**src/rtl/core/ilbp_lane.sv**
```systemverilog
// one threshold lane: compares its pixel against the window mean
module ilbp_lane #(
    parameter int PIXEL_BITS = 8
) (
    input  logic                  clk,
    input  logic [PIXEL_BITS-1:0] pixel,
    input  logic [PIXEL_BITS-1:0] mean,
    output logic                  hit
);

    logic hit_reg;
    logic hit_next;

    // pixel at or above the mean gives a one
    assign hit_next = (pixel >= mean);

    always_ff @(posedge clk)
    begin
        hit_reg <= hit_next;
    end

    assign hit = hit_reg;

endmodule

```
**config.mk**
```make
export PLATFORM = sky130hd
export DESIGN_NAME = ilbp_lane
export DESIGN_NICKNAME = d
export VERILOG_FILES = /design/src/rtl/core/ilbp_lane.sv
export SDC_FILE = /design/constraint.sdc
export NUM_CORES = 1
export LEC_CHECK = 0
export BUFFER_PORTS_ARGS = -buffer_cell sky130_fd_sc_hd__clkbuf_2
export CORE_AREA = 5 5 42 44
export CTS_CLUSTER_SIZE = 28
export DETAILED_ROUTE_END_ITERATION = 16
export DIE_AREA = 0 0 47 49
export HOLD_SLACK_MARGIN = 0.06
export PLACE_DENSITY = 0.39
export SLEW_MARGIN = 25
export SYNTH_ARGS = -nofsm -noshare
export SYNTH_HDL_FRONTEND = slang
export SYNTH_SLANG_ARGS = --single-unit
```
**constraint.sdc**
```tcl
create_clock -name clk -period 1.3 [get_ports clk]
set_clock_uncertainty 0.1 [all_clocks]
set_input_delay 0.195 -clock clk [delete_from_list [all_inputs] [get_ports clk]]
set_output_delay 0.195 -clock clk [all_outputs]
set_load 0.05 [all_outputs]
```
==> impl_metrics.tcl <==
set metrics [dict create \
    grt_max_degree 3 \
    num_rows 14 \
    end_kind "flop" \
    final_area_sq_um 392 \
    yosysUniqueCellTypes 10 \
    routed_via_density 3.87 \
    grt_pass1_vias 235 \
    drv_slew 0 \
    synth_fa_ha_area_share_pct 46.0 \
    routabilityCongestion 0.638 \
    grt_pass1_wl_microns 848 \
    status "finished, final reports clean" \
    cp_cell_sequence "clkbuf_2 -> ha_4 -> and3_4 -> a221oi_2 -> o21ai_1" \
    yosys_warnings 0 \
    ys_seq_area_share_pct 9.20 \
    die_area_sq_um 2300 \
    synth_top_family_by_area "adder cells" \
    grt-ovfl-total 0 \
    required_ns 1.07 \
    diodes 0 \
    min-delay-start "pixel[7]" \
    cap_viol_max_count 0 \
    synthTopCellsByArea "ha_1 46%, inv_1 14%, a21o_1 10%" \
    fillers 167 \
    area_growth_pct 79.9 \
    setup_ws_ns 0.0503 \
    path_clk_slew_ns 0 \
    synthCells 26 \
    largest_reg_flops 1 \
    p_leak_nw 0.228 \
    ir_drop_v 0.000116 \
    rsz0062_at_grt "yes" \
    fmax_mhz 800 \
    start_util_pct 15.5 \
    firstDrtPassIters 1 \
    crit_fanout 2 \
    synth_xor_xnor_area_share_pct 0 \
    syn_nets 51 \
    relSlewSlack_pct 81.8 \
    critPathLaunchType "input pin" \
    ios 18 \
    first_iter_violations 0 \
    dp_hpwl_microns 453 \
    layout-drive-gt1-share_pct 64.4 \
    wl_per_cell_microns 8.56 \
    coreArea_sq_um 1400 \
    die_w_microns 47 \
    synth_top_area_cell "ha_1" \
    max_stage_delay_ns 0.24 \
    cp_top_family "compound AO/OA/AOI/OAI gates" \
    wirelength_microns 522 \
    fin_total_pwr_mw 0.158 \
    pre_cts_ws_ns -0.0598 \
    hold_depth 4 \
    worstPathBufferInverterCount 1 \
    grt_usage_pct 4.35 \
    ant_nets 0 \
    fin_tns_setup_ns 0 \
    synth_compound_area_share_pct 22.4 \
    postPlaceCellArea_sq_um 330 \
    yosysTopAreaCellShare_pct 46.0 \
    power.density_nw_per_um2 403 \
    min_to "hit" \
    hold_class "input pin to flop" \
    whs_ns 0.464 \
    drc 0 \
    yosys-mux-area-fraction_pct 0 \
    setup_viol 0 \
    vias 236 \
    period_needed_ns 1.25 \
    crit_arrival_ns 1.02 \
    synthSimpleGateAreaFrac_pct 8.62 \
    finalHoldViolations 0 \
    cp.depth 5 \
    avgSynthCellArea_sq_um 8.37 \
    ys_seq_elements 1 \
    tightestPinTransition_ns 0.275 \
    antenna_found_initial 0 \
    min_period_over_period_pct 96.1 \
    io_buffers 17 \
    die_h_microns 49 \
    synth.cell_area_sq_um 218 \
    criticalPathCategory "input pin to flop" \
    slowest_stage "ha_4" \
    nets 72 \
]
==> kinds of logic after synthesis <==
kind of cell | Yosys count
DFF | 1
and+or+nand+nor | 3
buffers and inverters | 8
adders and majority gates | 8
AOI/OAI and AO/OA | 6
==> layout by cell type (no fill, tap or decap), types with 2 or more instances in the layout <==
| cell type | n |
|---|---|
| buf_4 | 2 |
| a21o_1 | 3 |
| ha_1 | 4 |
| clkbuf_2 | 17 |
| inv_2 | 4 |
| ha_4 | 4 |
| inv_1 | 4 |
==> Yosys cell counts <==
master / n
a21o_1: 3
nand3_1: 1
a221oi_2: 1
a31oi_1: 1
o21ai_1: 1
nand2b_1: 1
and3_2: 1
inv_1: 8
ha_1: 8
dfxtp_1: 1
==> worst max-delay path by stage <==
stage | startpoint | to
floorplan | mean[6] | hit
global placement | mean[6] | hit
detailed placement | mean[6] | hit
CTS | mean[4] | hit
global route | pixel[6] | hit
finish | pixel[6] | hit
==> routing by layer <==
| layer | wire, microns | GRT usage [%] | vias to the layer above | part of all wire, % |
|---|---|---|---|---|
| met5 | 0 | 0 | - | 0 |
| met4 | 0 | 0 | 0 | 0 |
| met3 | 29 | 0.369 | 0 | 5.6 |
| met2 | 294 | 7.01 | 5 | 56 |
| met1 | 198 | 6.54 | 103 | 38 |
| li1 | - | - | 128 | - |
==> layout make-up <==
type	count	area, sq um	area share [%]
Multi-Input combinational cell	17	221	56.5
Timing Repair Buffer	19	100	25.6
Inverter	8	30.0	7.67
Sequential cell	1	20.0	5.11
Tap cell	16	20.0	5.11
==> timing repair <==
item                                    in CTS  in global routing
setup buffers                                0                  1
pin swaps                                    3                  5
hold buffers                                 0                  0
endpoints found under the setup margin       1                  1
gates resized for setup                      4                  5
==> per-stage QoR <==
step / utilization [%] / cells
6_report: 27.9 / 61
5_1_grt: 27.9 / 61
4_1_cts: 26.5 / 60
3_5_place_dp: 23.6 / 60
3_3_place_gp: 23.6 / 60
2_1_floorplan: - / 26
==> power breakdown <==
part	internal (mW)	switching, mW
Sequential	0.0355	0.000766
Clock	0	0
Combinational	0.0637	0.0578
Total	0.0992	0.0586
Power figures use the tool's default switching activity.
