$ cat config.mk
export PLATFORM = sky130hd
export DESIGN_NAME = ilbp_out_fifo
export DESIGN_NICKNAME = d
export VERILOG_FILES = /design/src/rtl/core/ilbp_pkg.sv /design/src/rtl/core/ilbp_out_fifo.sv
export SDC_FILE = /design/constraint.sdc
export NUM_CORES = 1
export LEC_CHECK = 0
export ABC_AREA = 1
export BUFFER_PORTS_ARGS = -buffer_cell sky130_fd_sc_hd__buf_4
export CORE_MARGIN = 2
export CORE_UTILIZATION = 59
export CTS_CLUSTER_SIZE = 24
export DETAILED_ROUTE_END_ITERATION = 6
export GPL_TIMING_DRIVEN = 0
export PLACE_DENSITY = 0.75
export SYNTH_ARGS = -nofsm -noshare
export SYNTH_HDL_FRONTEND = slang
export SYNTH_SLANG_ARGS = --single-unit
$ cat constraint.sdc
create_clock -name clk -period 3.05 [get_ports clk]
set_input_delay 0.4575 -clock clk [delete_from_list [all_inputs] [get_ports clk]]
set_output_delay 0.4575 -clock clk [all_outputs]
set_load 0.05 [all_outputs]
$ cat src/rtl/core/ilbp_pkg.sv
package ilbp_pkg;

    // window and code geometry
    localparam int WIN_SIZE  = 9;
    localparam int CODE_BITS = 9;
    localparam int NUM_BINS  = 512;
    localparam int MEAN_BITS = 8;

    localparam logic [CODE_BITS-1:0] CODE_MAX = 9'd511;

    // output buffer
    localparam int OUT_DEPTH    = 8;
    localparam int OUT_PTR_BITS = 3;
    localparam int CREDIT_BITS  = 4;

    // one item travelling toward the histogram
    typedef struct packed {
        logic                 valid;
        logic [CODE_BITS-1:0] code;
        logic [MEAN_BITS-1:0] mean;
    } tag_t;

endpackage

$ cat src/rtl/core/ilbp_out_fifo.sv
// result buffer between the pipeline and the output channel
module ilbp_out_fifo #(
    parameter int COUNT_BITS = 20
) (
    input  logic                              clk,
    input  logic                              rst_n,
    input  ilbp_pkg::tag_t                    push,
    input  logic [COUNT_BITS-1:0]             push_count,
    input  logic                              pop,
    output logic                              out_valid,
    output logic [ilbp_pkg::CODE_BITS-1:0]    pattern_code,
    output logic [ilbp_pkg::MEAN_BITS-1:0]    window_mean,
    output logic [COUNT_BITS-1:0]             bin_count
);

    localparam int PB = ilbp_pkg::OUT_PTR_BITS;
    localparam int FB = ilbp_pkg::CREDIT_BITS;

    logic [ilbp_pkg::CODE_BITS-1:0] code_mem  [ilbp_pkg::OUT_DEPTH];
    logic [ilbp_pkg::MEAN_BITS-1:0] mean_mem  [ilbp_pkg::OUT_DEPTH];
    logic [COUNT_BITS-1:0]          count_mem [ilbp_pkg::OUT_DEPTH];

    logic [PB-1:0] wr_ptr_reg;
    logic [PB-1:0] rd_ptr_reg;
    logic [FB-1:0] fill_reg;
    logic [FB-1:0] fill_next;

    assign fill_next = fill_reg + FB'(push.valid) - FB'(pop);

    // storage
    always_ff @(posedge clk)
    begin
        if (push.valid)
        begin
            code_mem[wr_ptr_reg]  <= push.code;
            mean_mem[wr_ptr_reg]  <= push.mean;
            count_mem[wr_ptr_reg] <= push_count;
        end
    end

    // pointers and fill level
    always_ff @(posedge clk or negedge rst_n)
    begin
        if (!rst_n)
        begin
            wr_ptr_reg <= '0;
            rd_ptr_reg <= '0;
            fill_reg   <= '0;
        end
        else
        begin
            if (push.valid)
            begin
                wr_ptr_reg <= wr_ptr_reg + PB'(1);
            end
            if (pop)
            begin
                rd_ptr_reg <= rd_ptr_reg + PB'(1);
            end
            fill_reg <= fill_next;
        end
    end

    assign out_valid    = (fill_reg != '0);
    assign pattern_code = code_mem[rd_ptr_reg];
    assign window_mean  = mean_mem[rd_ptr_reg];
    assign bin_count    = count_mem[rd_ptr_reg];

endmodule

==> metrics.cfg <==
[synthesis]
synth_top_area_share_pct=65.9
yosysSeqAreaShare_pct=67.8
synth_ff_type=edfxtp_1
avgSynthCellArea_um2=10.0
ys_types=19
syn_inst=1343
synth_warnings=0
synth_top_cell_by_area=edfxtp_1
synth_enable_flop_cells=296
synthArstFlopShare_pct=3.27
yosysMostFrequentCell=nand2_1
syn_area_um2=13500
synth_common_cells=nand2_1 (493), inv_1 (311), edfxtp_1 (296)
synth-seq-cells=306
synth_fp_nets=1392
synthTopCellsByArea=edfxtp_1 (66%), nand2_1 (14%), inv_1 (8.7%)

[sta]
fin_tns_setup_ns=0
final.setup.worst_slack_ns=0.330
hold_viol=0
relSlewSlack_pct=40.9
fmax_mhz=368
tightestPinTransition_ns=0.885
grt_setup_unrepaired=false
hold_ws_ns=0.137
finalCritPeriodShare_pct=89.2
fin_crit_ns=2.72
finalSetupViolations=0
slew_violations=0
skew_ns=0.00571

[placement]
place_area_um2=14700
pre_cts_slack_ns=0.780
port_buffers=78
place.gp.congestion=0.768
hpwl_mm=18.8

[cells_and_area]
drive_gt1_share_pct=12.7
diodes=0
fillers=1560
largestRegisters=count_mem (160), code_mem (72), mean_mem (64)
area_growth_pct=16.7
final_area_um2=15700
top_register=count_mem
fin_nets=1512
largest_register_ffs=160

[die]
fp-row-count=55
dieHeight_um=155
die_area_um2=24100
coreArea_um2=22600
initial_utilization_pct=59.8
io-pin-count=79
die_width_um=155

[power]
fin_total_pwr_mw=16.2
swShare_pct=41.3
power_switching_mw=6.71
power_frac_clock_pct=24.0
seqPwrFrac_pct=32.2
combPwrFrac_pct=43.8
p_leak_nw=7.37
ir_worst_vdd_uv=651
power_density_nw_per_um2=1030
p_int_mw=9.54

[global_routing]
antenna_found_initial=0
grt_usage_pct=25.0
grt_max_degree=24
top_usage_layer=met2
grt_pass1_vias=8835
gr-usage-met1_pct=33.1
grt_first_pass_wirelength_mm=46.2
overflow=0
grtUsageMet3_pct=3.23
grt_use_met2_pct=43.1

[clock_network]
cts_sinks=306
cts_made_buffers=31
clock-root-buffer=clkbuf_16
cts_max_level=1
cts_resized=0
post_cts_buffers=0
clock_latency_ns=0.55
clk_path_buf_depth=3
cts_tree=yes
path_clk_slew_ns=0.06
holdBufCountCts=1

[critical_path]
cp_data_required_time_ns=2.59
cp_max_fo=10
setup.worst_path.start_class=flip-flop
crit_type=flip-flop to primary output
crit_family=buffers and inverters
worstPathArrival_ns=2.26
path_cells=inv_1, clkbuf_1, nand3_1, nand2_1, nand2_1, nand2_1, buf_4
path_buf_inv=3
crit_slowest_cell=clkbuf_1
crit_path_end_kind=primary output
cp_slowest_stage_delay_ns=0.56
path_common_cell=nand2_1

[detailed_routing]
wl_per_cell_um=16.8
via_count=9066
via_per_inst=5.12
drc=0
drt_iter0_drc=819
drtAntennaViolNets=0
dr.pass1.iters=5
routed_wl_mm=29.7

[outcome]
outcome=finished, final reports clean

[run]
cap_violations=0

[worst_hold_path]
hold_class=primary input to flip-flop

==> cells in the final DEF, fill, tap and decap left out, drive strengths merged, types with 2 or more instances in the layout <==
| cell type | n |
|---|---|
| nor2 | 8 |
| edfxtp | 296 |
| buf | 137 |
| nand2 | 493 |
| nand3 | 150 |
| dfrtp | 10 |
| inv | 313 |
| ha | 7 |
| xor2 | 4 |
| o21ai | 2 |
| clkinv | 11 |
| clkinvlp | 3 |
| clkbuf | 41 |
| bufinv | 6 |
==> final cells by class <==
type / instances / area, um^2 / area share (%)
plain buffers: 56 / 369 / 2.35
clock buffers: 36 / 795 / 5.05
clock inverters: 20 / 251 / 1.60
inverters: 313 / 1170 / 7.47
multi-input cells: 668 / 2860 / 18.2
flip-flops and latches: 306 / 9140 / 58.1
well taps: 285 / 357 / 2.27
repair buffers: 87 / 786 / 4.99
==> final timing paths <==
path | startpoint | to | slack (ns) | cells past startpoint
setup / recovery | rd_ptr_reg[1] | bin_count[3] | 0.33 | 7
hold / removal | push[15] | code_mem[3][7] | 0.14 | 1
setup reg to reg | wr_ptr_reg[0] | count_mem[2][10] | 0.97 | 3
hold reg to reg | wr_ptr_reg[0] | wr_ptr_reg[0] | 0.54 | 2
max in group asynchronous | rst_n | rd_ptr_reg[2] | 2.60 | 2
min in group asynchronous | rst_n | fill_reg[0] | 0.29 | 2
==> worst register-to-register path: cells and delay by family, from the launching register on <==
kind | cells | cell delay [ns]
buf+inv | 1 | 0.25
simple gates | 2 | 1.12
flops | 1 | 0.41
==> logic make-up after synthesis <==
| family | count (synthesis) | share of synthesized area (%) |
|---|---|---|
| and+or+nand+nor | 652 | 19.6 |
| xor gates and xnor gates | 5 | 0.325 |
| adders and majority gates | 8 | 0.798 |
| DFF | 306 | 67.8 |
| AOI/OAI and AO/OA | 3 | 0.111 |
| buffers and inverters | 369 | 11.4 |
==> metrics by stage <==
stage          instances  util, %
2_1_floorplan       1343        -
3_3_place_gp        1706     63.9
3_5_place_dp        1714     65.0
4_1_cts             1771     69.7
5_1_grt             1771     69.7
6_report            1771     69.7
==> per-layer routing <==
layer / share of wire (%) / vias to the layer above / routed length [um]
met5: 0 / - / 0
met4: 2.6 / 0 / 763
met3: 8.0 / 72 / 2370
met2: 49 / 374 / 14700
met1: 40 / 4222 / 11900
li1: - / 4398 / -
==> power by group through the flow <==
stage | registers, mW | clock network (mW) | logic, mW
6_report | 5.23 | 3.89 | 7.12
5_1_grt | 5.27 | 4.10 | 7.72
4_1_cts | 5.23 | 3.91 | 7.15
3_5_place_dp | 5.32 | 0 | 7.09
3_3_place_gp | 5.35 | 0 | 6.83
2_1_floorplan | 5.31 | 0 | 4.84
No activity file was read; power rests on OpenSTA's default activity.
