[src/rtl/core/ilbp_pkg.sv]
package ilbp_pkg;

    // window and code geometry
    localparam int WIN_SIZE  = 9;
    localparam int CODE_BITS = 9;
    localparam int NUM_BINS  = 512;
    localparam int MEAN_BITS = 8;

    localparam logic [CODE_BITS-1:0] CODE_MAX = 9'd511;

    // output buffer
    localparam int OUT_DEPTH    = 8;
    localparam int OUT_PTR_BITS = 3;
    localparam int CREDIT_BITS  = 4;

    // one item travelling toward the histogram
    typedef struct packed {
        logic                 valid;
        logic [CODE_BITS-1:0] code;
        logic [MEAN_BITS-1:0] mean;
    } tag_t;

endpackage

[src/rtl/core/ilbp_merge.sv]
// merges the lane bits: smallest of the nine left rotations of the word
module ilbp_merge (
    input  logic                                clk,
    input  logic                                rst_n,
    input  logic                                valid,
    input  logic [ilbp_pkg::MEAN_BITS-1:0]      mean,
    input  logic [ilbp_pkg::CODE_BITS-1:0]      word,
    output ilbp_pkg::tag_t                      tag
);

    localparam int CB = ilbp_pkg::CODE_BITS;

    logic [2*CB-1:0]     dbl;
    logic [CB-1:0]       rot [ilbp_pkg::WIN_SIZE];
    logic [CB-1:0]       best;
    ilbp_pkg::tag_t      tag_reg;
    ilbp_pkg::tag_t      tag_next;

    // all rotations come out of the doubled word
    assign dbl = {word, word};

    for (genvar k = 0; k < ilbp_pkg::WIN_SIZE; k++)
    begin : g_rot
        assign rot[k] = dbl[2*CB-1-k -: CB];
    end

    // running minimum over the rotations
    always_comb
    begin
        best = rot[0];
        for (int k = 1; k < ilbp_pkg::WIN_SIZE; k++)
        begin
            if (rot[k] < best)
            begin
                best = rot[k];
            end
        end
    end

    always_comb
    begin
        tag_next.valid = valid;
        tag_next.code  = best;
        tag_next.mean  = mean;
    end

    always_ff @(posedge clk or negedge rst_n)
    begin
        if (!rst_n)
        begin
            tag_reg <= '0;
        end
        else
        begin
            tag_reg <= tag_next;
        end
    end

    assign tag = tag_reg;

endmodule

[config.mk]
export PLATFORM = sky130hd
export DESIGN_NAME = ilbp_merge
export DESIGN_NICKNAME = d
export VERILOG_FILES = /design/src/rtl/core/ilbp_pkg.sv /design/src/rtl/core/ilbp_merge.sv
export SDC_FILE = /design/constraint.sdc
export NUM_CORES = 1
export LEC_CHECK = 0
export BUFFER_PORTS_ARGS = -buffer_cell sky130_fd_sc_hd__buf_2
export CAP_MARGIN = 40
export CORE_AREA = 2 2 74 76
export DETAILED_ROUTE_END_ITERATION = 10
export DIE_AREA = 0 0 76 78
export PLACE_DENSITY_LB_ADDON = 0.1
export SKIP_CTS_REPAIR_TIMING = 1
export SLEW_MARGIN = 20
export SYNTH_ARGS = -nofsm -noshare
export SYNTH_HDL_FRONTEND = slang
export SYNTH_SLANG_ARGS = --single-unit
[constraint.sdc]
create_clock -name clk -period 1.1 [get_ports clk]
set_input_delay 0.33 -clock clk [delete_from_list [all_inputs] [get_ports clk]]
set_output_delay 0.33 -clock clk [all_outputs]
set_load 0.02 [all_outputs]
==> results of run 1 <==
synth_stat cells, types with 2 or more instances:
cell type  number
ha_1           53
a21oi_1        48
inv_1          41
nor2_1         40
nand2_1        31
mux2i_1        27
o21ai_0        20
dfrtp_1        18
clkbuf_1       15
a211oi_1        8
a21o_1          8
nand3_1         8
nor3_1          7
a221oi_1        6
and3_1          5
nand2b_1        5
nand4_1         5
nor2b_1         5
a211o_1         4
o21a_1          4
o31ai_1         4
a31oi_1         3
and2_1          3
inv_2           3
mux2_4          3
o21ai_1         3
or3_1           3
a2111oi_2       2
and2_0          2
clkinv_1        2
o211a_1         2
o211ai_1        2
o21a_2          2
o221ai_1        2
or2_2           2
or4_1           2
cell families after synthesis:
group,after synthesis,share of synthesized area
buf+inv,62,0.0713
flops,18,0.138
fa+ha+maj,53,0.203
mux,31,0.101
simple gates,121,0.175
compound gates,141,0.312
through the flow:
stage	hold WS, ps	std cells	util
2_1_floorplan	34.4	426	-
3_3_place_gp	255	655	0.921
4_1_cts	-1.97	659	0.932
3_5_place_dp	273	655	0.921
==> flow_summary.yaml, run 1 <==
place:
  portBuffers: 37
  place_ws_ps: -12540
  finalWeightedCongestion: 0.953
  dp_hpwl_mm: 10.2
  place_area_mm2: 0.00465
clocking:
  h-tree-depth: 1
  cts_made_buffers: 3
  cts_root_buf: "clkbuf_8"
  numClockSinks: 18
  clockBufferDepth: 2
yosys:
  synth_area_mm2: 0.00326
  synth_largest_area_cell: "ha_1"
  synth_seq_area_share: 0.138
  syn_area_per_cell_um2: 7.66
  syn_nets: 499
  synthTopCellsByArea: "ha_1, dfrtp_1, mux2i_1"
  yosys_register_bits: 18
  synth.top_cell.area_share: 0.203
  ys_warn_count: 0
  yosys_most_used_dff: "dfrtp_1"
  async_flop_share: 1.00
  syn-instance-count: 426
  ys_types: 64
  synth-edff-count: 0
die:
  die_h_um: 78
  die_w_um: 76
  start_util: 0.647
  ios: 38
  num_rows: 26
timing:
  timing.worst_endpoint.kind: "sequential cell input"
  grt-worst-endpoint: "tag[11]$_DFF_PN0_/D"
run_status:
  flow.first_error: "[ERROR DPL-0038] Utilization greater than 100%, impossible to legalize"
  status: "did not finish"
  stop_stage: "5_1_grt"
global_route:
  grt_max_degree: 20
==> run 2, diff against run 1 <==
Settings changed: CORE_AREA 2 2 74 76 to 2 2 94 96, DIE_AREA 0 0 76 78 to 0 0 96 98, PLACE_DENSITY_LB_ADDON 0.1 to 0.15.
==> run 2 against run 1 <==
Net effect:
- the flow now finishes, with violations (hold timing, setup timing)
- area after synthesis unchanged
- synthesized cell count unchanged
==> flow_summary.yaml, run 2 <==
yosys:
  synthTopCellsByArea: "ha_1, dfrtp_1, mux2i_1"
  syn-instance-count: 426
  yosys_register_bits: 18
  ys_types: 64
  synth_area_mm2: 0.00326
  syn_area_per_cell_um2: 7.66
  synth-edff-count: 0
  synth_largest_area_cell: "ha_1"
  ys_warn_count: 0
  netlist_top_cells_count: "ha_1, a21oi_1, inv_1, nor2_1, nand2_1"
  yosys_most_used_dff: "dfrtp_1"
  syn_nets: 499
  synth_seq_area_share: 0.138
  post-synth-top-count-cell: "ha_1"
  async_flop_share: 1.00
  synth.top_cell.area_share: 0.203
die:
  num_rows: 34
  die_area_mm2: 0.00941
  start_util: 0.385
  die_w_um: 96
  die_h_um: 98
  ios: 38
  core_area_mm2: 0.00847
cells_and_area:
  antenna_cells: 0
  syn_to_final_growth_pct: 79.3
  utilization: 0.691
  final_common_cell: "buf_4"
  fill_cells: 673
  final_cell_mix: "buf_4, ha_1, inv_1, nor2_1, buf_6"
  finalNetCount: 707
  stdcell_count: 741
  drive_above_1_share: 0.558
  largest_register_ffs: 18
route:
  wl_mm: 13.0
  num_vias: 4177
  ant_nets: 0
  routedLengthMet1_mm: 5.26
  drtIter0Drc: 188
  first_pass_iters: 4
  drc: 0
  viasPerCell: 5.64
  top_layer: "met4"
  wl_met2_mm: 6.81
  wl_met3_um: 526
  routedWlPerCell_um: 17.5
power:
  clkPwrFrac: 0.026
  p_comb_frac: 0.925
  seq_power_share: 0.049
  peakVddDrop_v: 0.00143
  power.switching_uw: 8850
  intPower_uw: 11000
  powerDensity_mw_per_mm2: 3400
  p_leak_uw: 0.00279
  p_sw_frac: 0.446
timing:
  slew_headroom: 0.634
  maxSlewViolCount: 0
  setup_viol: 10
  tightestPinTransition_ps: 549
  period_share: 11.6
  rsz0062_at_grt: "yes"
  finalHoldViolCount: 4
  period_needed_ps: 12730
  hold_ws_ps: -1.77
  fmax_ghz: 0.0785
  setup_ws_ps: -11630
global_route:
  grt_usage: 0.242
  grt_first_pass_wirelength_mm: 18.4
  antenna_found_initial: 0
  grt-ovfl-total: 0
  grt_pass1_vias: 3909
  grt_max_degree: 20
flow_run:
  cap_violations: 0
critical_path:
  path_max_fanout: 8
  required_ps: 1200
  critPathArrivalTime_ps: 12830
  cp-start-kind: "input pin"
  end_kind: "flip-flop"
  critPathSlowestCell: "or4_1"
  crit_top_cell: "a21oi_2"
  critPathKind: "input pin to flip-flop"
  slowest_delay_ps: 490
clocking:
  h-tree-depth: 1
  numClockSinks: 18
  clk_pin_slew_worst_paths_ps: 60
  clockBufferDepth: 2
  cts_made_buffers: 3
  cts_root_buf: "clkbuf_8"
  tritoncts: "built"
place:
  place_inst: 706
  portBuffers: 37
  dp_hpwl_mm: 9.15
  finalWeightedCongestion: 0.876
run_status:
  status: "complete, but fails checks"
  violations: "hold timing, setup timing"
min_path:
  min_path_type: "input pin to asynchronous set/reset pin"
## run 2: critical path: cells and delay by family
kind	cells	cell delay (ps)
adders and majority gates	8	1890
AOI/OAI and AO/OA	33	5980
and+or+nand+nor	21	2990
muxes	3	760
buffers and inverters	9	870
## run 2: worst paths after layout
| check | startpoint | end |
|---|---|---|
| setup / recovery | word[3] | tag[13]$_DFF_PN0_ |
| max in group asynchronous | rst_n | tag[2]$_DFF_PN0_ |
| min in group clk | mean[7] | tag[7]$_DFF_PN0_ |
| hold / removal | rst_n | tag[1]$_DFF_PN0_ |
## run 2: cell families (layout without fill, tap and decap cells)
| logic type | Yosys count | after routing | share of synthesized area |
|---|---|---|---|
| AO/OA/AOI/OAI | 141 | 141 | 0.312 |
| adder cells (fa/ha/maj) | 53 | 53 | 0.203 |
| buffers and inverters | 62 | 268 | 0.0713 |
| flip-flops | 18 | 18 | 0.138 |
| multiplexers | 31 | 31 | 0.101 |
| AND/OR/NAND/NOR | 121 | 122 | 0.175 |
## run 2: power by group through the flow
stage,combinational [uW],clock [uW],sequential [uW]
floorplan,7770,0,1180
global placement,13800,0,928
detailed placement,14200,0,935
CTS,14300,535,922
global route,19800,575,998
finish,18400,522,976
## run 2: cell type report
class	count	area, um2	share of cell area
well taps	108	135	0.0231
flip-flops and latches	18	450	0.0770
inverters	46	193	0.0329
repair buffers	218	1730	0.296
clock buffers	4	55.1	0.00941
multi-input cells	347	3290	0.562
## run 2: through the flow
step	setup WS [ps]	TNS [ps]	total power (uW)	hold WS [ps]	instance area (um2)
after floorplan	-12040	-108160	8960	34.4	3490
after global placement	-11930	-107150	14700	266	4790
after detailed placement	-12290	-110240	15100	274	4790
after CTS	-12080	-108410	15700	2.56	4850
after global routing	-12210	-109920	21300	18.4	5850
final	-11630	-104480	19900	-1.77	5850
## run 2: metal layers
layer	up-vias	track usage
li1	1986	-
met1	2023	0.310
met2	131	0.436
met3	37	0.0170
met4	0	0.0549
met5	-	0
Power figures use the tool's default switching activity.
==> run 3, diff against run 2 <==
Settings changed: PLACE_DENSITY from default to 0.57, PLACE_DENSITY_LB_ADDON 0.15 to default.
==> run 3 against run 2 <==
Net effect:
- count of clock-buffer cells in the layout unchanged
- wire length down 7.5%
- hold slack worse by 6.9 ps
- highest routed layer unchanged
- critical path type unchanged
- maximum frequency rose by 0.98%
- sequential power fell by 0.5%
- sequential share of layout area rose by 0.24 points
- the run still ends with hold timing, setup timing left
- worst setup slack gained 120 ps
==> flow_summary.yaml, run 3 (same netlist as run 2, synthesis figures left out) <==
clocking:
  cts_root_buf: "clkbuf_8"
  h-tree-depth: 1
  tritoncts: "built"
  clockBufferDepth: 2
  numClockSinks: 18
  clk_pin_slew_worst_paths_ps: 60
  cts_made_buffers: 3
critical_path:
  critPathKind: "input pin to flip-flop"
  path_max_fanout: 8
  crit_top_cell: "inv_1"
  cp-start-kind: "input pin"
  critPathSlowestCell: "or4_4"
  slowest_delay_ps: 500
  critPathArrivalTime_ps: 12710
  required_ps: 1210
  end_kind: "flip-flop"
timing:
  period_needed_ps: 12610
  fmax_ghz: 0.0793
  maxSlewViolCount: 0
  hold_ws_ps: -8.70
  setup_viol: 11
  finalHoldViolCount: 18
  tightestPinTransition_ps: 569
  slew_headroom: 0.621
  setup_ws_ps: -11510
  period_share: 11.5
  rsz0062_at_grt: "yes"
die:
  num_rows: 34
  die_h_um: 98
  start_util: 0.385
  ios: 38
  die_area_mm2: 0.00941
  core_area_mm2: 0.00847
  die_w_um: 96
cells_and_area:
  final_cell_mix: "buf_4, inv_1, ha_1"
  largest_register_ffs: 18
  final_common_cell: "buf_4"
  syn_to_final_growth_pct: 73.8
  finalNetCount: 696
  drive_above_1_share: 0.534
  antenna_cells: 0
route:
  wl_mm: 12.0
  ant_nets: 0
  viasPerCell: 5.45
  drtIter0Drc: 154
  num_vias: 3981
  drc: 0
  routedWlPerCell_um: 16.5
  first_pass_iters: 6
power:
  p_leak_uw: 0.00274
  peakVddDrop_v: 0.00137
  p_total_uw: 18500
  powerDensity_mw_per_mm2: 3260
min_path:
  min_path_type: "input pin to asynchronous set/reset pin"
run_status:
  violations: "hold timing, setup timing"
  status: "complete, but fails checks"
global_route:
  grt_max_degree: 20
  grt_first_pass_wirelength_mm: 17.5
  grt_pass1_vias: 3715
  grt-ovfl-total: 0
  antenna_found_initial: 0
  grt_usage: 0.233
place:
  portBuffers: 37
  finalWeightedCongestion: 0.897
  dp_hpwl_mm: 8.74
  place_ws_ps: -12170
flow_run:
  cap_violations: 0
## run 3: cell count changes in the layout (fill, tap and decap cells not counted), sizes merged
cell,previous run,this run
and2,6,5
buf,218,206
clkbuf,4,5
o21ai,25,26
## run 3: area by class of cell
cell class              instances  area [um2]
clock buffers                   4        55.1
fillers                       688        2800
inverters                      46         193
multi-input cells             347        3180
flip-flops and latches         18         450
well taps                     108         135
repair buffers                207        1660
## run 3: final timing paths
kind / startpoint / end / cells past startpoint
max in group asynchronous: rst_n / tag[0]$_DFF_PN0_ / 1
min in group clk: mean[2] / tag[2]$_DFF_PN0_ / 1
min: rst_n / tag[17]$_DFF_PN0_ / 1
max: word[4] / tag[16]$_DFF_PN0_ / 76
## run 3: power by group
part	switching [uW]	internal, uW	leakage (uW)
clock network	212	318	0.0000288
logic	7810	9150	0.00250
registers	91.4	879	0.000209
## run 3: routing by layer
metal | part of all wire | GRT usage
met1 | 0.42 | 0.294
met2 | 0.53 | 0.420
met3 | 0.027 | 0.0185
met4 | 0.021 | 0.0549
met5 | 0 | 0
## run 3: critical path, delay by kind of cell
| kind | cells | cell delay [ps] |
|---|---|---|
| fa+ha+maj | 8 | 1810 |
| mux | 3 | 740 |
| simple gates | 18 | 2470 |
| compound gates | 32 | 5600 |
| buf+inv | 15 | 1670 |
## run 3: stage by stage
step / setup TNS, ps / utilization / std cells / hold WS [ps] / area, um2
2_1_floorplan: -108160 / - / 426 / 34.4 / 3490
3_3_place_gp: -106880 / 0.563 / 701 / 260 / 4770
5_1_grt: -109010 / 0.670 / 730 / 19.8 / 5670
4_1_cts: -107420 / 0.569 / 705 / 1.46 / 4820
6_report: -103340 / 0.670 / 730 / -8.70 / 5670
3_5_place_dp: -109370 / 0.563 / 701 / 271 / 4770
==> run 4, diff against run 3 <==
Settings changed: PLACE_DENSITY 0.57 to default.
==> run 4 against run 3 <==
Net effect:
- the flow still finishes with violations (hold timing, setup timing)
- via count rose by 2.0%
- sequential share of layout area rose by 0.067 points
- first-iteration DRC count grew 0.65%
- clock power fell by 2%
- utilization is 0.56 points lower
- combinational power barely moved
- non-clock buffer count is 3 lower
- wire length is 2.9% higher
- critical path type unchanged
==> flow_summary.yaml, run 4 (same netlist as run 2, synthesis figures left out) <==
place:
  place_area_mm2: 0.00472
  dp_hpwl_mm: 8.77
  finalWeightedCongestion: 0.876
  portBuffers: 37
  place_ws_ps: -12250
critical_path:
  crit_buf_inv: 13
  crit_top_cell: "a21oi_2"
  path_max_fanout: 7
  end_kind: "flip-flop"
  critPathArrivalTime_ps: 12960
  critPathKind: "input pin to flip-flop"
  path_delay_family: "compound AO/OA/AOI/OAI gates"
  required_ps: 1230
  cp-start-kind: "input pin"
  slowest_delay_ps: 500
  critPathSlowestCell: "or4_4"
power:
  p_comb_frac: 0.919
  peakVddDrop_v: 0.00151
  seq_power_share: 0.052
  power.switching_uw: 8330
  clkPwrFrac: 0.028
  p_leak_uw: 0.00271
  powerDensity_mw_per_mm2: 3280
  p_sw_frac: 0.451
  intPower_uw: 10100
global_route:
  grt_first_pass_wirelength_mm: 17.7
  grt-ovfl-total: 0
  grt_max_degree: 20
  grt_usage: 0.229
  antenna_found_initial: 0
  grt_pass1_vias: 3790
clocking:
  clk_pin_slew_worst_paths_ps: 60
  h-tree-depth: 1
  tritoncts: "built"
  cts_made_buffers: 3
  cts_root_buf: "clkbuf_8"
  numClockSinks: 18
  clockBufferDepth: 2
route:
  viasPerCell: 5.57
  num_vias: 4061
  drtIter0Drc: 155
  wl_mm: 12.4
  drc: 0
  first_pass_iters: 4
  ant_nets: 0
  routedWlPerCell_um: 17.0
min_path:
  min_path_type: "input pin to asynchronous set/reset pin"
timing:
  finalHoldViolCount: 8
  tightestPinTransition_ps: 575
  slew_headroom: 0.616
  maxSlewViolCount: 0
  fmax_ghz: 0.0779
  period_needed_ps: 12830
  period_share: 11.7
  setup_ws_ps: -11730
  setup_viol: 9
  rsz0062_at_grt: "yes"
  hold_ws_ps: -4.15
cells_and_area:
  largest_register_ffs: 18
  final_cell_mix: "buf_4, ha_1, inv_1"
  final_common_cell: "buf_4"
  antenna_cells: 0
  design_area_mm2: 0.00562
  multi_input_area_mm2: 0.00318
  drive_above_1_share: 0.543
  syn_to_final_growth_pct: 72.3
  fill_cells: 698
  finalNetCount: 695
  seq_area_um2: 450
flow_run:
  cap_violations: 0
die:
  die_area_mm2: 0.00941
  core_area_mm2: 0.00847
  die_h_um: 98
  start_util: 0.385
  die_w_um: 96
  ios: 38
  num_rows: 34
run_status:
  status: "complete, but fails checks"
  violations: "hold timing, setup timing"
-- run 4: cell count changes in the layout (fill, tap and decap cells not counted), sizes merged --
cell | before | now
and2 | 5 | 6
buf | 206 | 204
clkbuf | 5 | 4
nor2 | 40 | 41
-- run 4: through the flow --
step           instances  total power [uW]  setup TNS, ps  hold slack (ps)   util
6_report             729             18400        -104700            -4.15  0.664
5_1_grt              729             19800        -109440             24.5  0.664
4_1_cts              701             15100        -107940             4.62  0.564
3_5_place_dp         697             14500        -109980              271  0.558
3_3_place_gp         697             14100        -106230              263  0.558
2_1_floorplan        426              8960        -108160             34.4      -
-- run 4: power by group through the flow --
stage | Combinational, uW | Clock [uW] | Sequential, uW
5_1_grt | 18300 | 568 | 988
3_5_place_dp | 13600 | 0 | 933
6_report | 17000 | 519 | 968
3_3_place_gp | 13100 | 0 | 925
2_1_floorplan | 7770 | 0 | 1180
4_1_cts | 13600 | 535 | 922
-- run 4: cell type report --
cell class / instances / area share
Inverter: 46 / 0.0343
Tap cell: 108 / 0.0240
Multi-Input combinational cell: 349 / 0.566
Clock buffer: 4 / 0.00979
Timing Repair Buffer: 204 / 0.286
Sequential cell: 18 / 0.0801
-- run 4: worst paths after layout --
check                        start                end  slack [ps]  cells past startpoint
max in group asynchronous    rst_n   tag[0]$_DFF_PN0_         830                      1
setup / recovery           word[4]   tag[8]$_DFF_PN0_      -11730                     77
min in group clk           mean[5]   tag[5]$_DFF_PN0_         180                      1
hold / removal               rst_n  tag[15]$_DFF_PN0_          -4                      1
-- run 4: layer usage --
layer	wire, um	GRT usage
met1	5250	0.297
met2	6330	0.411
met3	643	0.0239
met4	143	0.0352
met5	0	0
